===== config.mk =====
export PLATFORM = sky130hd
export DESIGN_NAME = distinct_color_histogram_sort
export DESIGN_NICKNAME = d
export VERILOG_FILES = /design/src/rtl/dch_pkg.sv /design/src/rtl/dch_front.sv /design/src/rtl/dch_back.sv /design/src/rtl/distinct_color_histogram_sort.sv
export SDC_FILE = /design/constraint.sdc
export NUM_CORES = 2
export LEC_CHECK = 0
export ABC_CLOCK_PERIOD_IN_PS = 12400
export BUFFER_PORTS_ARGS = -buffer_cell sky130_fd_sc_hd__clkbuf_2
export CAP_MARGIN = 20
export CORE_MARGIN = 3
export CORE_UTILIZATION = 32
export CTS_CLUSTER_DIAMETER = 50
export DETAILED_ROUTE_END_ITERATION = 8
export SETUP_SLACK_MARGIN = 0.1
export SYNTH_ARGS = -nofsm -noshare
export SYNTH_HDL_FRONTEND = slang
export SYNTH_SLANG_ARGS = --single-unit

===== constraint.sdc =====
create_clock -name clk -period 12.4 [get_ports clk]
set_input_delay 0 -clock clk [delete_from_list [all_inputs] [get_ports clk]]
set_output_delay 0 -clock clk [all_outputs]
set_load 0.03 [all_outputs]

===== src/rtl/dch_pkg.sv =====
// Shared types and constants of the distinct color histogram.
package dch_pkg;

    localparam logic OP_PIXEL  = 1'b0;
    localparam logic OP_FINISH = 1'b1;

    localparam logic KIND_COLOR   = 1'b0;
    localparam logic KIND_SUMMARY = 1'b1;

    localparam int OUT_COUNT_WIDTH = 24;
    localparam int DISTINCT_WIDTH  = 6;

    typedef struct packed {
        logic        op;
        logic [31:0] pixel_argb;
    } cmd_t;

    typedef enum logic [2:0] {
        ST_LOAD,
        ST_PICK,
        ST_EMIT,
        ST_SUMMARY,
        ST_CLEAR
    } back_state_t;

    function automatic logic [31:0] rgba_key(input logic [31:0] argb);
        rgba_key = {argb[23:0], argb[31:24]};
    endfunction

endpackage


===== src/rtl/dch_front.sv =====
// Front part: input queue of pixel and finish items ahead of the histogram engine.
module dch_front #(
    parameter int DEPTH = 4
) (
    input  logic          clk,
    input  logic          rst_n,
    input  logic          push,
    input  dch_pkg::cmd_t push_cmd,
    output logic          full,
    output logic          cmd_valid,
    output dch_pkg::cmd_t cmd,
    input  logic          cmd_take
);
    localparam int AW = (DEPTH > 1) ? $clog2(DEPTH) : 1;

    dch_pkg::cmd_t    mem_reg [DEPTH];
    logic [AW-1:0]    wr_reg, wr_next, rd_reg, rd_next;
    logic [AW:0]      cnt_reg, cnt_next;
    logic             do_push, do_pop;

    assign full      = (cnt_reg == (AW+1)'(DEPTH));
    assign cmd_valid = (cnt_reg != '0);
    assign cmd       = mem_reg[rd_reg];
    assign do_push   = push && !full;
    assign do_pop    = cmd_take && cmd_valid;

    always_comb
    begin
        wr_next  = wr_reg;
        rd_next  = rd_reg;
        cnt_next = cnt_reg;
        if (do_push)
        begin
            wr_next = (wr_reg == AW'(DEPTH - 1)) ? '0 : wr_reg + 1'b1;
        end
        if (do_pop)
        begin
            rd_next = (rd_reg == AW'(DEPTH - 1)) ? '0 : rd_reg + 1'b1;
        end
        if (do_push && !do_pop)
        begin
            cnt_next = cnt_reg + 1'b1;
        end
        else if (do_pop && !do_push)
        begin
            cnt_next = cnt_reg - 1'b1;
        end
    end

    always_ff @(posedge clk or negedge rst_n)
    begin
        if (!rst_n)
        begin
            wr_reg  <= '0;
            rd_reg  <= '0;
            cnt_reg <= '0;
        end
        else
        begin
            wr_reg  <= wr_next;
            rd_reg  <= rd_next;
            cnt_reg <= cnt_next;
        end
    end

    always_ff @(posedge clk)
    begin
        if (do_push)
        begin
            mem_reg[wr_reg] <= push_cmd;
        end
    end

    a_count_range: assert property (@(posedge clk) disable iff (!rst_n)
        cnt_reg <= (AW+1)'(DEPTH))
        else $error("queue count out of range");
    a_full_no_grow: assert property (@(posedge clk) disable iff (!rst_n)
        full && !do_pop |=> cnt_reg == $past(cnt_reg))
        else $error("queue grew while full");
    a_pop_shrinks: assert property (@(posedge clk) disable iff (!rst_n)
        do_pop && !do_push |=> cnt_reg == $past(cnt_reg) - 1'b1)
        else $error("pop did not shrink queue");
endmodule


===== src/rtl/dch_back.sv =====
// Back part: color table with parallel match, selection readout and result queue.
module dch_back #(
    parameter int TABLE_SIZE  = 32,
    parameter int COUNT_WIDTH = 24
) (
    input  logic          clk,
    input  logic          rst_n,
    input  logic          cmd_valid,
    input  dch_pkg::cmd_t cmd,
    output logic          cmd_take,
    output logic          empty,
    input  logic          pop,
    output logic          kind,
    output logic [31:0]   color_argb,
    output logic [23:0]   pixel_count,
    output logic [23:0]   transparent_count,
    output logic [5:0]    distinct_count,
    output logic          table_overflow,
    output logic          last
);
    localparam int IW = (TABLE_SIZE > 1) ? $clog2(TABLE_SIZE) : 1;
    localparam int NW = $clog2(TABLE_SIZE + 1);
    localparam logic [COUNT_WIDTH-1:0] CMAX = '1;

    logic [31:0]            key_reg [TABLE_SIZE];
    logic [COUNT_WIDTH-1:0] cnt_reg [TABLE_SIZE];
    logic [TABLE_SIZE-1:0]  done_reg, done_next;
    logic [NW-1:0]          used_reg, used_next;
    logic [COUNT_WIDTH-1:0] trans_reg, trans_next;
    logic                   ovf_reg, ovf_next;
    dch_pkg::back_state_t   state_reg, state_next;
    logic [IW-1:0]          scan_reg, scan_next, best_reg, best_next;
    logic                   have_reg, have_next;
    logic [NW-1:0]          left_reg, left_next;

    logic                   out_valid_reg;
    logic                   out_kind_reg, out_last_reg, out_ovf_reg;
    logic [31:0]            out_color_reg;
    logic [23:0]            out_pcnt_reg, out_tcnt_reg;
    logic [5:0]             out_dist_reg;

    logic [TABLE_SIZE-1:0]  hit;
    logic                   any_hit;
    logic [IW-1:0]          hit_idx;
    logic                   is_pixel, opaque;
    logic                   better;
    logic                   out_free;
    logic                   emit_color, emit_summary;

    assign out_free = !out_valid_reg || pop;
    assign is_pixel = cmd_valid && (state_reg == dch_pkg::ST_LOAD)
                      && (cmd.op == dch_pkg::OP_PIXEL);
    assign opaque   = (cmd.pixel_argb[31:24] != 8'd0);

    always_comb
    begin
        hit_idx = '0;
        for (int i = 0; i < TABLE_SIZE; i++)
        begin
            hit[i] = (NW'(i) < used_reg) && (key_reg[i] == cmd.pixel_argb);
            if (hit[i])
            begin
                hit_idx = IW'(i);
            end
        end
        any_hit = |hit;
    end

    always_comb
    begin
        better = !have_reg
            || (cnt_reg[scan_reg] > cnt_reg[best_reg])
            || ((cnt_reg[scan_reg] == cnt_reg[best_reg])
                && (dch_pkg::rgba_key(key_reg[scan_reg])
                    < dch_pkg::rgba_key(key_reg[best_reg])));
    end

    always_comb
    begin
        state_next = state_reg;
        unique case (state_reg)
            dch_pkg::ST_LOAD:
            begin
                if (cmd_valid && cmd.op == dch_pkg::OP_FINISH)
                begin
                    state_next = (used_reg == '0) ? dch_pkg::ST_SUMMARY : dch_pkg::ST_PICK;
                end
            end
            dch_pkg::ST_PICK:
            begin
                if (NW'(scan_reg) == used_reg - 1'b1)
                begin
                    state_next = dch_pkg::ST_EMIT;
                end
            end
            dch_pkg::ST_EMIT:
            begin
                if (out_free)
                begin
                    state_next = (left_reg == NW'(1)) ? dch_pkg::ST_SUMMARY
                                                      : dch_pkg::ST_PICK;
                end
            end
            dch_pkg::ST_SUMMARY:
            begin
                if (out_free)
                begin
                    state_next = dch_pkg::ST_CLEAR;
                end
            end
            dch_pkg::ST_CLEAR:
            begin
                state_next = dch_pkg::ST_LOAD;
            end
            default:
            begin
                state_next = dch_pkg::ST_LOAD;
            end
        endcase
    end

    always_comb
    begin
        cmd_take     = 1'b0;
        emit_color   = 1'b0;
        emit_summary = 1'b0;
        unique case (state_reg)
            dch_pkg::ST_LOAD:    cmd_take     = cmd_valid;
            dch_pkg::ST_EMIT:    emit_color   = out_free;
            dch_pkg::ST_SUMMARY: emit_summary = out_free;
            default:             cmd_take     = 1'b0;
        endcase
    end

    always_comb
    begin
        used_next  = used_reg;
        trans_next = trans_reg;
        ovf_next   = ovf_reg;
        done_next  = done_reg;
        scan_next  = scan_reg;
        best_next  = best_reg;
        have_next  = have_reg;
        left_next  = left_reg;
        if (is_pixel)
        begin
            if (!opaque)
            begin
                trans_next = (trans_reg == CMAX) ? trans_reg : trans_reg + 1'b1;
            end
            else if (!any_hit)
            begin
                if (used_reg < NW'(TABLE_SIZE))
                begin
                    used_next = used_reg + 1'b1;
                end
                else
                begin
                    ovf_next = 1'b1;
                end
            end
        end
        if (state_reg == dch_pkg::ST_LOAD && cmd_valid && cmd.op == dch_pkg::OP_FINISH)
        begin
            done_next = '0;
            scan_next = '0;
            have_next = 1'b0;
            left_next = used_reg;
        end
        if (state_reg == dch_pkg::ST_PICK)
        begin
            if (!done_reg[scan_reg] && better)
            begin
                best_next = scan_reg;
                have_next = 1'b1;
            end
            scan_next = scan_reg + 1'b1;
        end
        if (emit_color)
        begin
            done_next[best_reg] = 1'b1;
            left_next = left_reg - 1'b1;
            scan_next = '0;
            have_next = 1'b0;
        end
        if (state_reg == dch_pkg::ST_CLEAR)
        begin
            used_next  = '0;
            trans_next = '0;
            ovf_next   = 1'b0;
        end
    end

    always_ff @(posedge clk or negedge rst_n)
    begin
        if (!rst_n)
        begin
            state_reg     <= dch_pkg::ST_LOAD;
            used_reg      <= '0;
            trans_reg     <= '0;
            ovf_reg       <= 1'b0;
            done_reg      <= '0;
            scan_reg      <= '0;
            best_reg      <= '0;
            have_reg      <= 1'b0;
            left_reg      <= '0;
            out_valid_reg <= 1'b0;
        end
        else
        begin
            state_reg <= state_next;
            used_reg  <= used_next;
            trans_reg <= trans_next;
            ovf_reg   <= ovf_next;
            done_reg  <= done_next;
            scan_reg  <= scan_next;
            best_reg  <= best_next;
            have_reg  <= have_next;
            left_reg  <= left_next;
            if (emit_color || emit_summary)
            begin
                out_valid_reg <= 1'b1;
            end
            else if (pop)
            begin
                out_valid_reg <= 1'b0;
            end
        end
    end

    always_ff @(posedge clk)
    begin
        if (is_pixel && opaque)
        begin
            if (any_hit)
            begin
                if (cnt_reg[hit_idx] != CMAX)
                begin
                    cnt_reg[hit_idx] <= cnt_reg[hit_idx] + 1'b1;
                end
            end
            else if (used_reg < NW'(TABLE_SIZE))
            begin
                key_reg[used_reg[IW-1:0]] <= cmd.pixel_argb;
                cnt_reg[used_reg[IW-1:0]] <= COUNT_WIDTH'(1);
            end
        end
        if (emit_color)
        begin
            out_kind_reg  <= dch_pkg::KIND_COLOR;
            out_color_reg <= key_reg[best_reg];
            out_pcnt_reg  <= 24'(cnt_reg[best_reg]);
            out_tcnt_reg  <= '0;
            out_dist_reg  <= '0;
            out_ovf_reg   <= 1'b0;
            out_last_reg  <= 1'b0;
        end
        else if (emit_summary)
        begin
            out_kind_reg  <= dch_pkg::KIND_SUMMARY;
            out_color_reg <= '0;
            out_pcnt_reg  <= '0;
            out_tcnt_reg  <= 24'(trans_reg);
            out_dist_reg  <= 6'(used_reg);
            out_ovf_reg   <= ovf_reg;
            out_last_reg  <= 1'b1;
        end
    end

    assign empty             = !out_valid_reg;
    assign kind              = out_kind_reg;
    assign color_argb        = out_color_reg;
    assign pixel_count       = out_pcnt_reg;
    assign transparent_count = out_tcnt_reg;
    assign distinct_count    = out_dist_reg;
    assign table_overflow    = out_ovf_reg;
    assign last              = out_last_reg;

    a_used_range: assert property (@(posedge clk) disable iff (!rst_n)
        used_reg <= NW'(TABLE_SIZE))
        else $error("table fill above size");
    a_no_take_busy: assert property (@(posedge clk) disable iff (!rst_n)
        state_reg != dch_pkg::ST_LOAD |-> !cmd_take)
        else $error("item taken during readout");
    a_clear: assert property (@(posedge clk) disable iff (!rst_n)
        state_reg == dch_pkg::ST_CLEAR |=> used_reg == '0 && !ovf_reg)
        else $error("store not cleared");
    a_emit_free: assert property (@(posedge clk) disable iff (!rst_n)
        (emit_color || emit_summary) |-> (!out_valid_reg || pop))
        else $error("result overwritten");
endmodule


===== src/rtl/distinct_color_histogram_sort.sv =====
// Top level of the distinct color histogram with sorted readout.
//  channel  | handshake   | fields
//  input    | push, full  | op, pixel_argb
//  result   | empty, pop  | kind, color_argb, pixel_count, transparent_count,
//           |             | distinct_count, table_overflow, last
// Pixel items are taken by the engine only in its load state; the key match over the table is parallel.
// A finish item starts the readout: a selection scan walks the table once for each emitted
// entry, and then the summary and clear states follow.
// Reset empties both queues and the table; the result register lets the engine run one
// entry ahead of pop, and the input queue keeps taking items, until full, while readout stalls.
module distinct_color_histogram_sort #(
    parameter int TABLE_SIZE  = 32,
    parameter int COUNT_WIDTH = 24
) (
    input  logic        clk,
    input  logic        rst_n,
    input  logic        push,
    output logic        full,
    input  logic        op,
    input  logic [31:0] pixel_argb,
    output logic        empty,
    input  logic        pop,
    output logic        kind,
    output logic [31:0] color_argb,
    output logic [23:0] pixel_count,
    output logic [23:0] transparent_count,
    output logic [5:0]  distinct_count,
    output logic        table_overflow,
    output logic        last
);
    dch_pkg::cmd_t push_cmd, cmd;
    logic          cmd_valid, cmd_take;

    assign push_cmd.op         = op;
    assign push_cmd.pixel_argb = pixel_argb;

    dch_front #(.DEPTH(4)) u_front (
        .clk(clk), .rst_n(rst_n), .push(push), .push_cmd(push_cmd), .full(full),
        .cmd_valid(cmd_valid), .cmd(cmd), .cmd_take(cmd_take)
    );

    dch_back #(.TABLE_SIZE(TABLE_SIZE), .COUNT_WIDTH(COUNT_WIDTH)) u_back (
        .clk(clk), .rst_n(rst_n), .cmd_valid(cmd_valid), .cmd(cmd),
        .cmd_take(cmd_take), .empty(empty), .pop(pop), .kind(kind),
        .color_argb(color_argb), .pixel_count(pixel_count),
        .transparent_count(transparent_count), .distinct_count(distinct_count),
        .table_overflow(table_overflow), .last(last)
    );
endmodule


After elaboration in Yosys (flattened, before gate mapping)
Memory sizes are Yosys's and may differ from the RTL's.
Index checks and enable logic that the tools add are counted.
Operators by class
  $add $sub $neg: 10
  $lt $le $gt $ge: 38
  equality and inequality tests: 52
  muxes and demuxes: 93
  bitwise gates (word level): 2
  reductions and logical operators: 73
Operators by type and width (count)
  $eq A32 B32 Y1: 32
  $mux W5: 34
  $mux W24: 7
  $mux W32: 4
  $lt A5 B6 Y1 const A: 16
  $add A24 B1 Y24 const B: 2
  $lt A4 B6 Y1 const A: 8
  $logic_and A1 B1 Y1: 44
  $mux W6: 7
  $lt A32 B32 Y1: 1
  $or A32 B32 Y32: 1
  $reduce_or A32 Y1: 1
  $mux W1: 28
  $eq A24 B24 Y1: 1
  $eq A24 B24 Y1 const B: 1
  $gt A24 B24 Y1: 1
  $lt A3 B6 Y1 const A: 4
  $ne A24 B24 Y1 const B: 1
  $reduce_or A24 Y1: 1
  $mux W3: 6
  $reduce_bool A2 Y1: 7
  $lt A1 B6 Y1 const A: 2
  $lt A2 B6 Y1 const A: 2
  $lt A5 B6 Y1 const B: 2
  30 further kinds: 55
Word-level totals
  register bits after elaboration: 179
  RAM bits: 1924
  output and inout port bits: 91
  word-level logic and storage cells: 290
  memories: 3
Memory list
  u_back.key_reg: words 32, width 32, read ports 34, clocked after Yosys merged registers in 0, wr ports 1, line dch_back.sv:25  | logic [31:0] key_reg [TABLE_SIZE];
  u_back.cnt_reg: words 32, width 24, read ports 3, clocked after Yosys merged registers in 0, wr ports 1, line dch_back.sv:26  | logic [COUNT_WIDTH-1:0] cnt_reg [TABLE_SIZE];
  u_front.mem_reg: words 4, width 33, read ports 1, clocked after Yosys merged registers in 0, wr ports 1, line dch_front.sv:16  | dch_pkg::cmd_t mem_reg [DEPTH];

Depth between registers and ports, before layout
An unclocked memory read counts as a cell.
  depth after elaboration: 41
  mapped depth: 35

Modules after synthesis
From an unflattened synthesis, not the netlist that was laid out.
Second synthesis, totals
  cell total of the unflattened synthesis: 8198
  area, all modules: 120838.4 µm²
Modules (own cells, without submodules)
  dch_back: instances 1, cells an instance 7988, area each 115565.8 µm²
  dch_front: instances 1, cells an instance 210, area each 5272.6 µm²

Worst setup path after synthesis
Ideal clock, no wire load.
  path kind: flip-flop to flip-flop
  start point: register u_front.rd_reg[0]
  end point: memory u_back.cnt_reg[14][0] (enable)
  library setup time: 0.466 ns
  arrival time: 8.705 ns
  data required time: 11.934 ns
  path slack: 3.230 ns
  stages on the path, launching flop included: 31
  clock period less this slack: 9.170 ns
  path through: dfrtp_1 > buf_6 > inv_2 > buf_2 > mux2_2 > inv_2 > buf_2 > buf_2 > xnor2_1 > nand4_1 > nor4_1 > nand3_1 > nand4_1 > a41oi_1 > o311a_1 > o21ai_4 > buf_4 > buf_4 > buf_4 > buf_4 > mux4_2 > a221o_1 > nor3_1 > inv_1 > ha_1 > nand4b_1 > or4b_1 > and4b_1 > buf_6 > buf_6 > nor4_1
RTL lines
  start, declared: line dch_front.sv:17  | logic [AW-1:0] wr_reg, wr_next, rd_reg, rd_next;
  start signal, assigned: line dch_front.sv:61  | rd_reg <= rd_next;
  end, declared: line dch_back.sv:26

Worst setup path after layout
  start point: register u_front.rd_reg[0]
  end point: memory u_back.cnt_reg[1][14] (enable)
Between the ends
  word-level cells in the longest chain between the ends: 41
  elaborated cells between the ends (all ways): 113
  those cells by class: eq/ne (33); mux (40); bitwise (1); reduce/logical (37); memory (2)
Ends and longest elaborated chain
  $mem_v2 Z4 W33 *
  $eq A32 B32 Y1: line dch_back.sv:60  | hit[i] = (NW'(i) < used_reg) && (key_reg[i] == cmd.pixel_argb);
  $logic_and A1 B1 Y1: line dch_back.sv:60
  $mux W1: line dch_back.sv:61  | if (hit[i])
  $mux W5 (30 in series): line dch_back.sv:61
  $mem_v2 Z32 W24
  $ne A24 B24 Y1: line dch_back.sv:237  | if (cnt_reg[hit_idx] != CMAX)
  $mux W1: line dch_back.sv:237
  $mux W1: line dch_back.sv:235  | if (any_hit)
  $mux W1: line dch_back.sv:233  | if (is_pixel && opaque)
  $mux W1 (not written as such): line dch_back.sv:239  | cnt_reg[hit_idx] <= cnt_reg[hit_idx] + 1'b1;
  $mux W1 (no source line)
Mark *: on every way between the ends. The rest lies on a longest branch, timed or not.

==> results.ini <==
[run_status]
status = finished with violations
violations = capacitance limit, slew limit

[placed_design]
place_congestion = 1.09
dp_hpwl_um = 458000
placed_area_mm2 = 0.129
pre_cts_ws_ns = 2.00
io_buffer_count = 127

[critical_path]
cp_max_fo = 31
path_buf_inv = 9
r2r_start = u_front.rd_reg[0]
crit_arrival_ns = 11.70
cp-start-kind = register
path_delay_family = simple AND/OR/NAND/NOR gates
cpPeakStageDelay_ns = 0.96
critPathMostFrequentCell = buf_4
cp.required_ns = 13.02
crit_path_end_kind = register
regToRegSetupSlack_ns = 1.32
critPathKind = register to register
cpMaxStageDelayCell = nor4_1
r2r_end = u_back.cnt_reg[1][14]
reg2reg_depth = 27

[route]
drt_iter0_drc = 17600
wirelength_um = 623000
drtAntennaViolNets = 0
vias_per_cell = 6.72
avgRoutedWirePerCell_um = 45.6
dr_total_vias = 91800
drtPass1Iterations = 8
route.detailed.drc = 0

[flow_run]
maxCapViolations = 1

[clock_tree]
clockBufferDepth = 4
htree_num_levels = 5
insertion_delay_ns = 0.97
cts_tree = built
clock-sinks = 2103
numCtsBuffers = 307
post_cts_buffers = 0
clkTransAtPathRegs_ns = 0.06
cts_root_buffer = clkbuf_16
cts_resized = 0

[final_layout]
area_delta_synth_final_pct = 16.5
final_area_mm2 = 0.141
multi_input_area_mm2 = 0.0559
largest_register_ff_count = 1024
fillerInstances = 35000
seqCellArea_mm2 = 0.0624
layout-drive-gt1-share_pct = 28.6
layout.nets = 8507

[synth]
synth_fp_nets = 8175
yosysWarnings = 0
ys_async_sr_fraction_pct = 4.33
syn_area_per_cell_um2 = 15.0
ys_types = 100
synth_seq_cells = 2103
synth-edff-count = 1980
syn_inst = 8067
synth-seq-area-share_pct = 51.7
synthesis.area_mm2 = 0.121
synth_ff_type = edfxtp_1

[die]
start_util_pct = 32.3
core_area_mm2 = 0.374
rows = 224
die_w_um = 620
die_area_mm2 = 0.385
io_pins = 128
dieHeight_um = 620

[power]
p_leak_nw = 43.0
p_per_area_mw_per_mm2 = 267
ir_drop_v = 0.000164

[timing]
setup_slack_ns = 1.32
period_share_pct = 89.3
finalSetupViolations = 0
fin_crit_ns = 11.08
slew_headroom_pct = -7.08
fin_setup_tns_ns = 0
fin_skew_ns = 0.0638
rsz0062_at_grt = no
finalHoldViolCount = 0
fmax_mhz = 90.3
worst_slew_pin_slew_ns = 1.61
slew_viol_final = 1

[global_route]
grt_first_pass_wirelength_um = 817000
grt_usage_pct = 31.5
grt_max_degree = 112
antenna_found_initial = 91
grt_pass1_vias = 85200
grt_overflow_total = 0

[min_path]
min_path_type = input pin to async pin

[worst max path at each step]
stage	from	depth (start not counted)	endpoint	slack, ns
2_1_floorplan	u_front.rd_reg[0]	30	u_back.cnt_reg[14][0]	3.23
3_3_place_gp	u_front.rd_reg[1]	23	u_back.cnt_reg[1][13]	1.55
3_5_place_dp	u_front.rd_reg[0]	27	u_back.cnt_reg[1][13]	2.00
4_1_cts	u_front.rd_reg[0]	27	u_back.cnt_reg[1][14]	1.98
5_1_grt	u_front.rd_reg[0]	27	u_back.cnt_reg[1][14]	1.74
6_report	u_front.rd_reg[0]	27	u_back.cnt_reg[1][14]	1.32
[power by group]
group          internal [mW]  leakage (nW)  switching, mW
combinational           5.81          18.6           12.8
sequential              9.40          19.4          0.462
clock                   5.31          5.04           3.74
[what timing repair did]
item,CTS,global route
setup endpoints to repair,0,0
endpoints found under the hold margin,238,0
hold buffers,72,0
[synthesized netlist by cell type (all sizes together) (15+ instances only)]
cell     count  area, um2
nor3       130        651
nor4       101        647
o211ai      27        208
a211oi      19        148
a31oi       24        150
o2111ai     35        313
edfxtp    1980      59500
nand4      401       2510
or4         18        135
mux2       103       1170
dfrtp       91       2280
nand2b      52        325
a221oi      57        499
ha          70        876
and2        26        163
a21oi       89        445
inv         83        312
o21ai      113        588
nor2       289       1090
clkbuf     284       1070
buf        301       1820
nand3      217       1090
a21o        19        143
and3        90        563
nor2b       46        288
nor3b       16        120
and4        32        280
mux2i      232       2400
nor4b       17        155
a2111oi     15        131
a22oi      179       1340
o221ai      17        149
xor2        58        508
o22ai       27        169
a22o        73        639
dfxtp       32        641
nand2      382       1440
or3         18        113
xnor2      950       8320
mux4      1128      25400
[final cells by class]
class,instances,share of cell area (%)
clock inverter,218,1.73
clock buffer,344,5.66
tap,4972,4.42
timing repair buffer,608,3.78
inverter,83,0.223
sequential,2103,44.4
multi-input combinational,5296,39.8
antenna,40,0.0711
[per-stage QoR]
step                std cells  util (%)  hold WS, ns  power (mW)
finish                  13700      37.6        0.155        37.5
global route            13600      37.6        0.170        38.1
CTS                     13600      37.6        0.116        36.8
detailed placement      13000      34.6       0.0192        27.8
global placement        13000      34.6       0.0123        27.8
floorplan                8067         -       -0.296        19.7
[cell families (layout without fill, tap and decap cells)]
kind of cell / after synthesis / count (layout) / synth area share (%)
other: 0 / 40 / 0
AOI/OAI and AO/OA: 853 / 853 / 5.25
xor gates and xnor gates: 1008 / 1008 / 7.31
DFF: 2103 / 2103 / 51.7
and+or+nand+nor: 1901 / 1901 / 8.39
muxes: 1463 / 1463 / 24.0
buffers and inverters: 668 / 1253 / 2.65
adders and majority gates: 71 / 71 / 0.742
[per-layer routing]
metal	vias up	share of wire [%]	track usage, %
met5	-	0.046	0
met4	44	6.0	15.5
met3	1479	14	11.6
met2	7903	41	44.2
met1	48400	38	42.7
li1	33900	-	-
[cells in the final DEF (no fill, tap or decap), types with 109 or more instances in the layout]
| master | netlist | routed |
|---|---|---|
| nand4_1 | 400 | 400 |
| clkbuf_2 | 0 | 126 |
| mux2i_1 | 217 | 211 |
| nor2_1 | 288 | 236 |
| nor3_1 | 130 | 109 |
| nand3_1 | 216 | 216 |
| xnor2_1 | 950 | 950 |
| clkbuf_16 | 0 | 312 |
| a22oi_1 | 179 | 179 |
| buf_4 | 49 | 337 |
| mux4_2 | 1128 | 1107 |
| edfxtp_1 | 1980 | 1980 |
| nand2_1 | 381 | 379 |
[worst reg2reg max path: cells and delay by family (launching register included)]
family,cells,cell delay [ns]
XOR/XNOR,1,0.73
adder cells (fa/ha/maj),1,0.24
AO/OA/AOI/OAI,5,2.22
multiplexers,2,0.67
flip-flops,1,0.68
buffers and inverters,9,2.61
AND/OR/NAND/NOR,9,3.60
(Power assumes the default switching activity.)
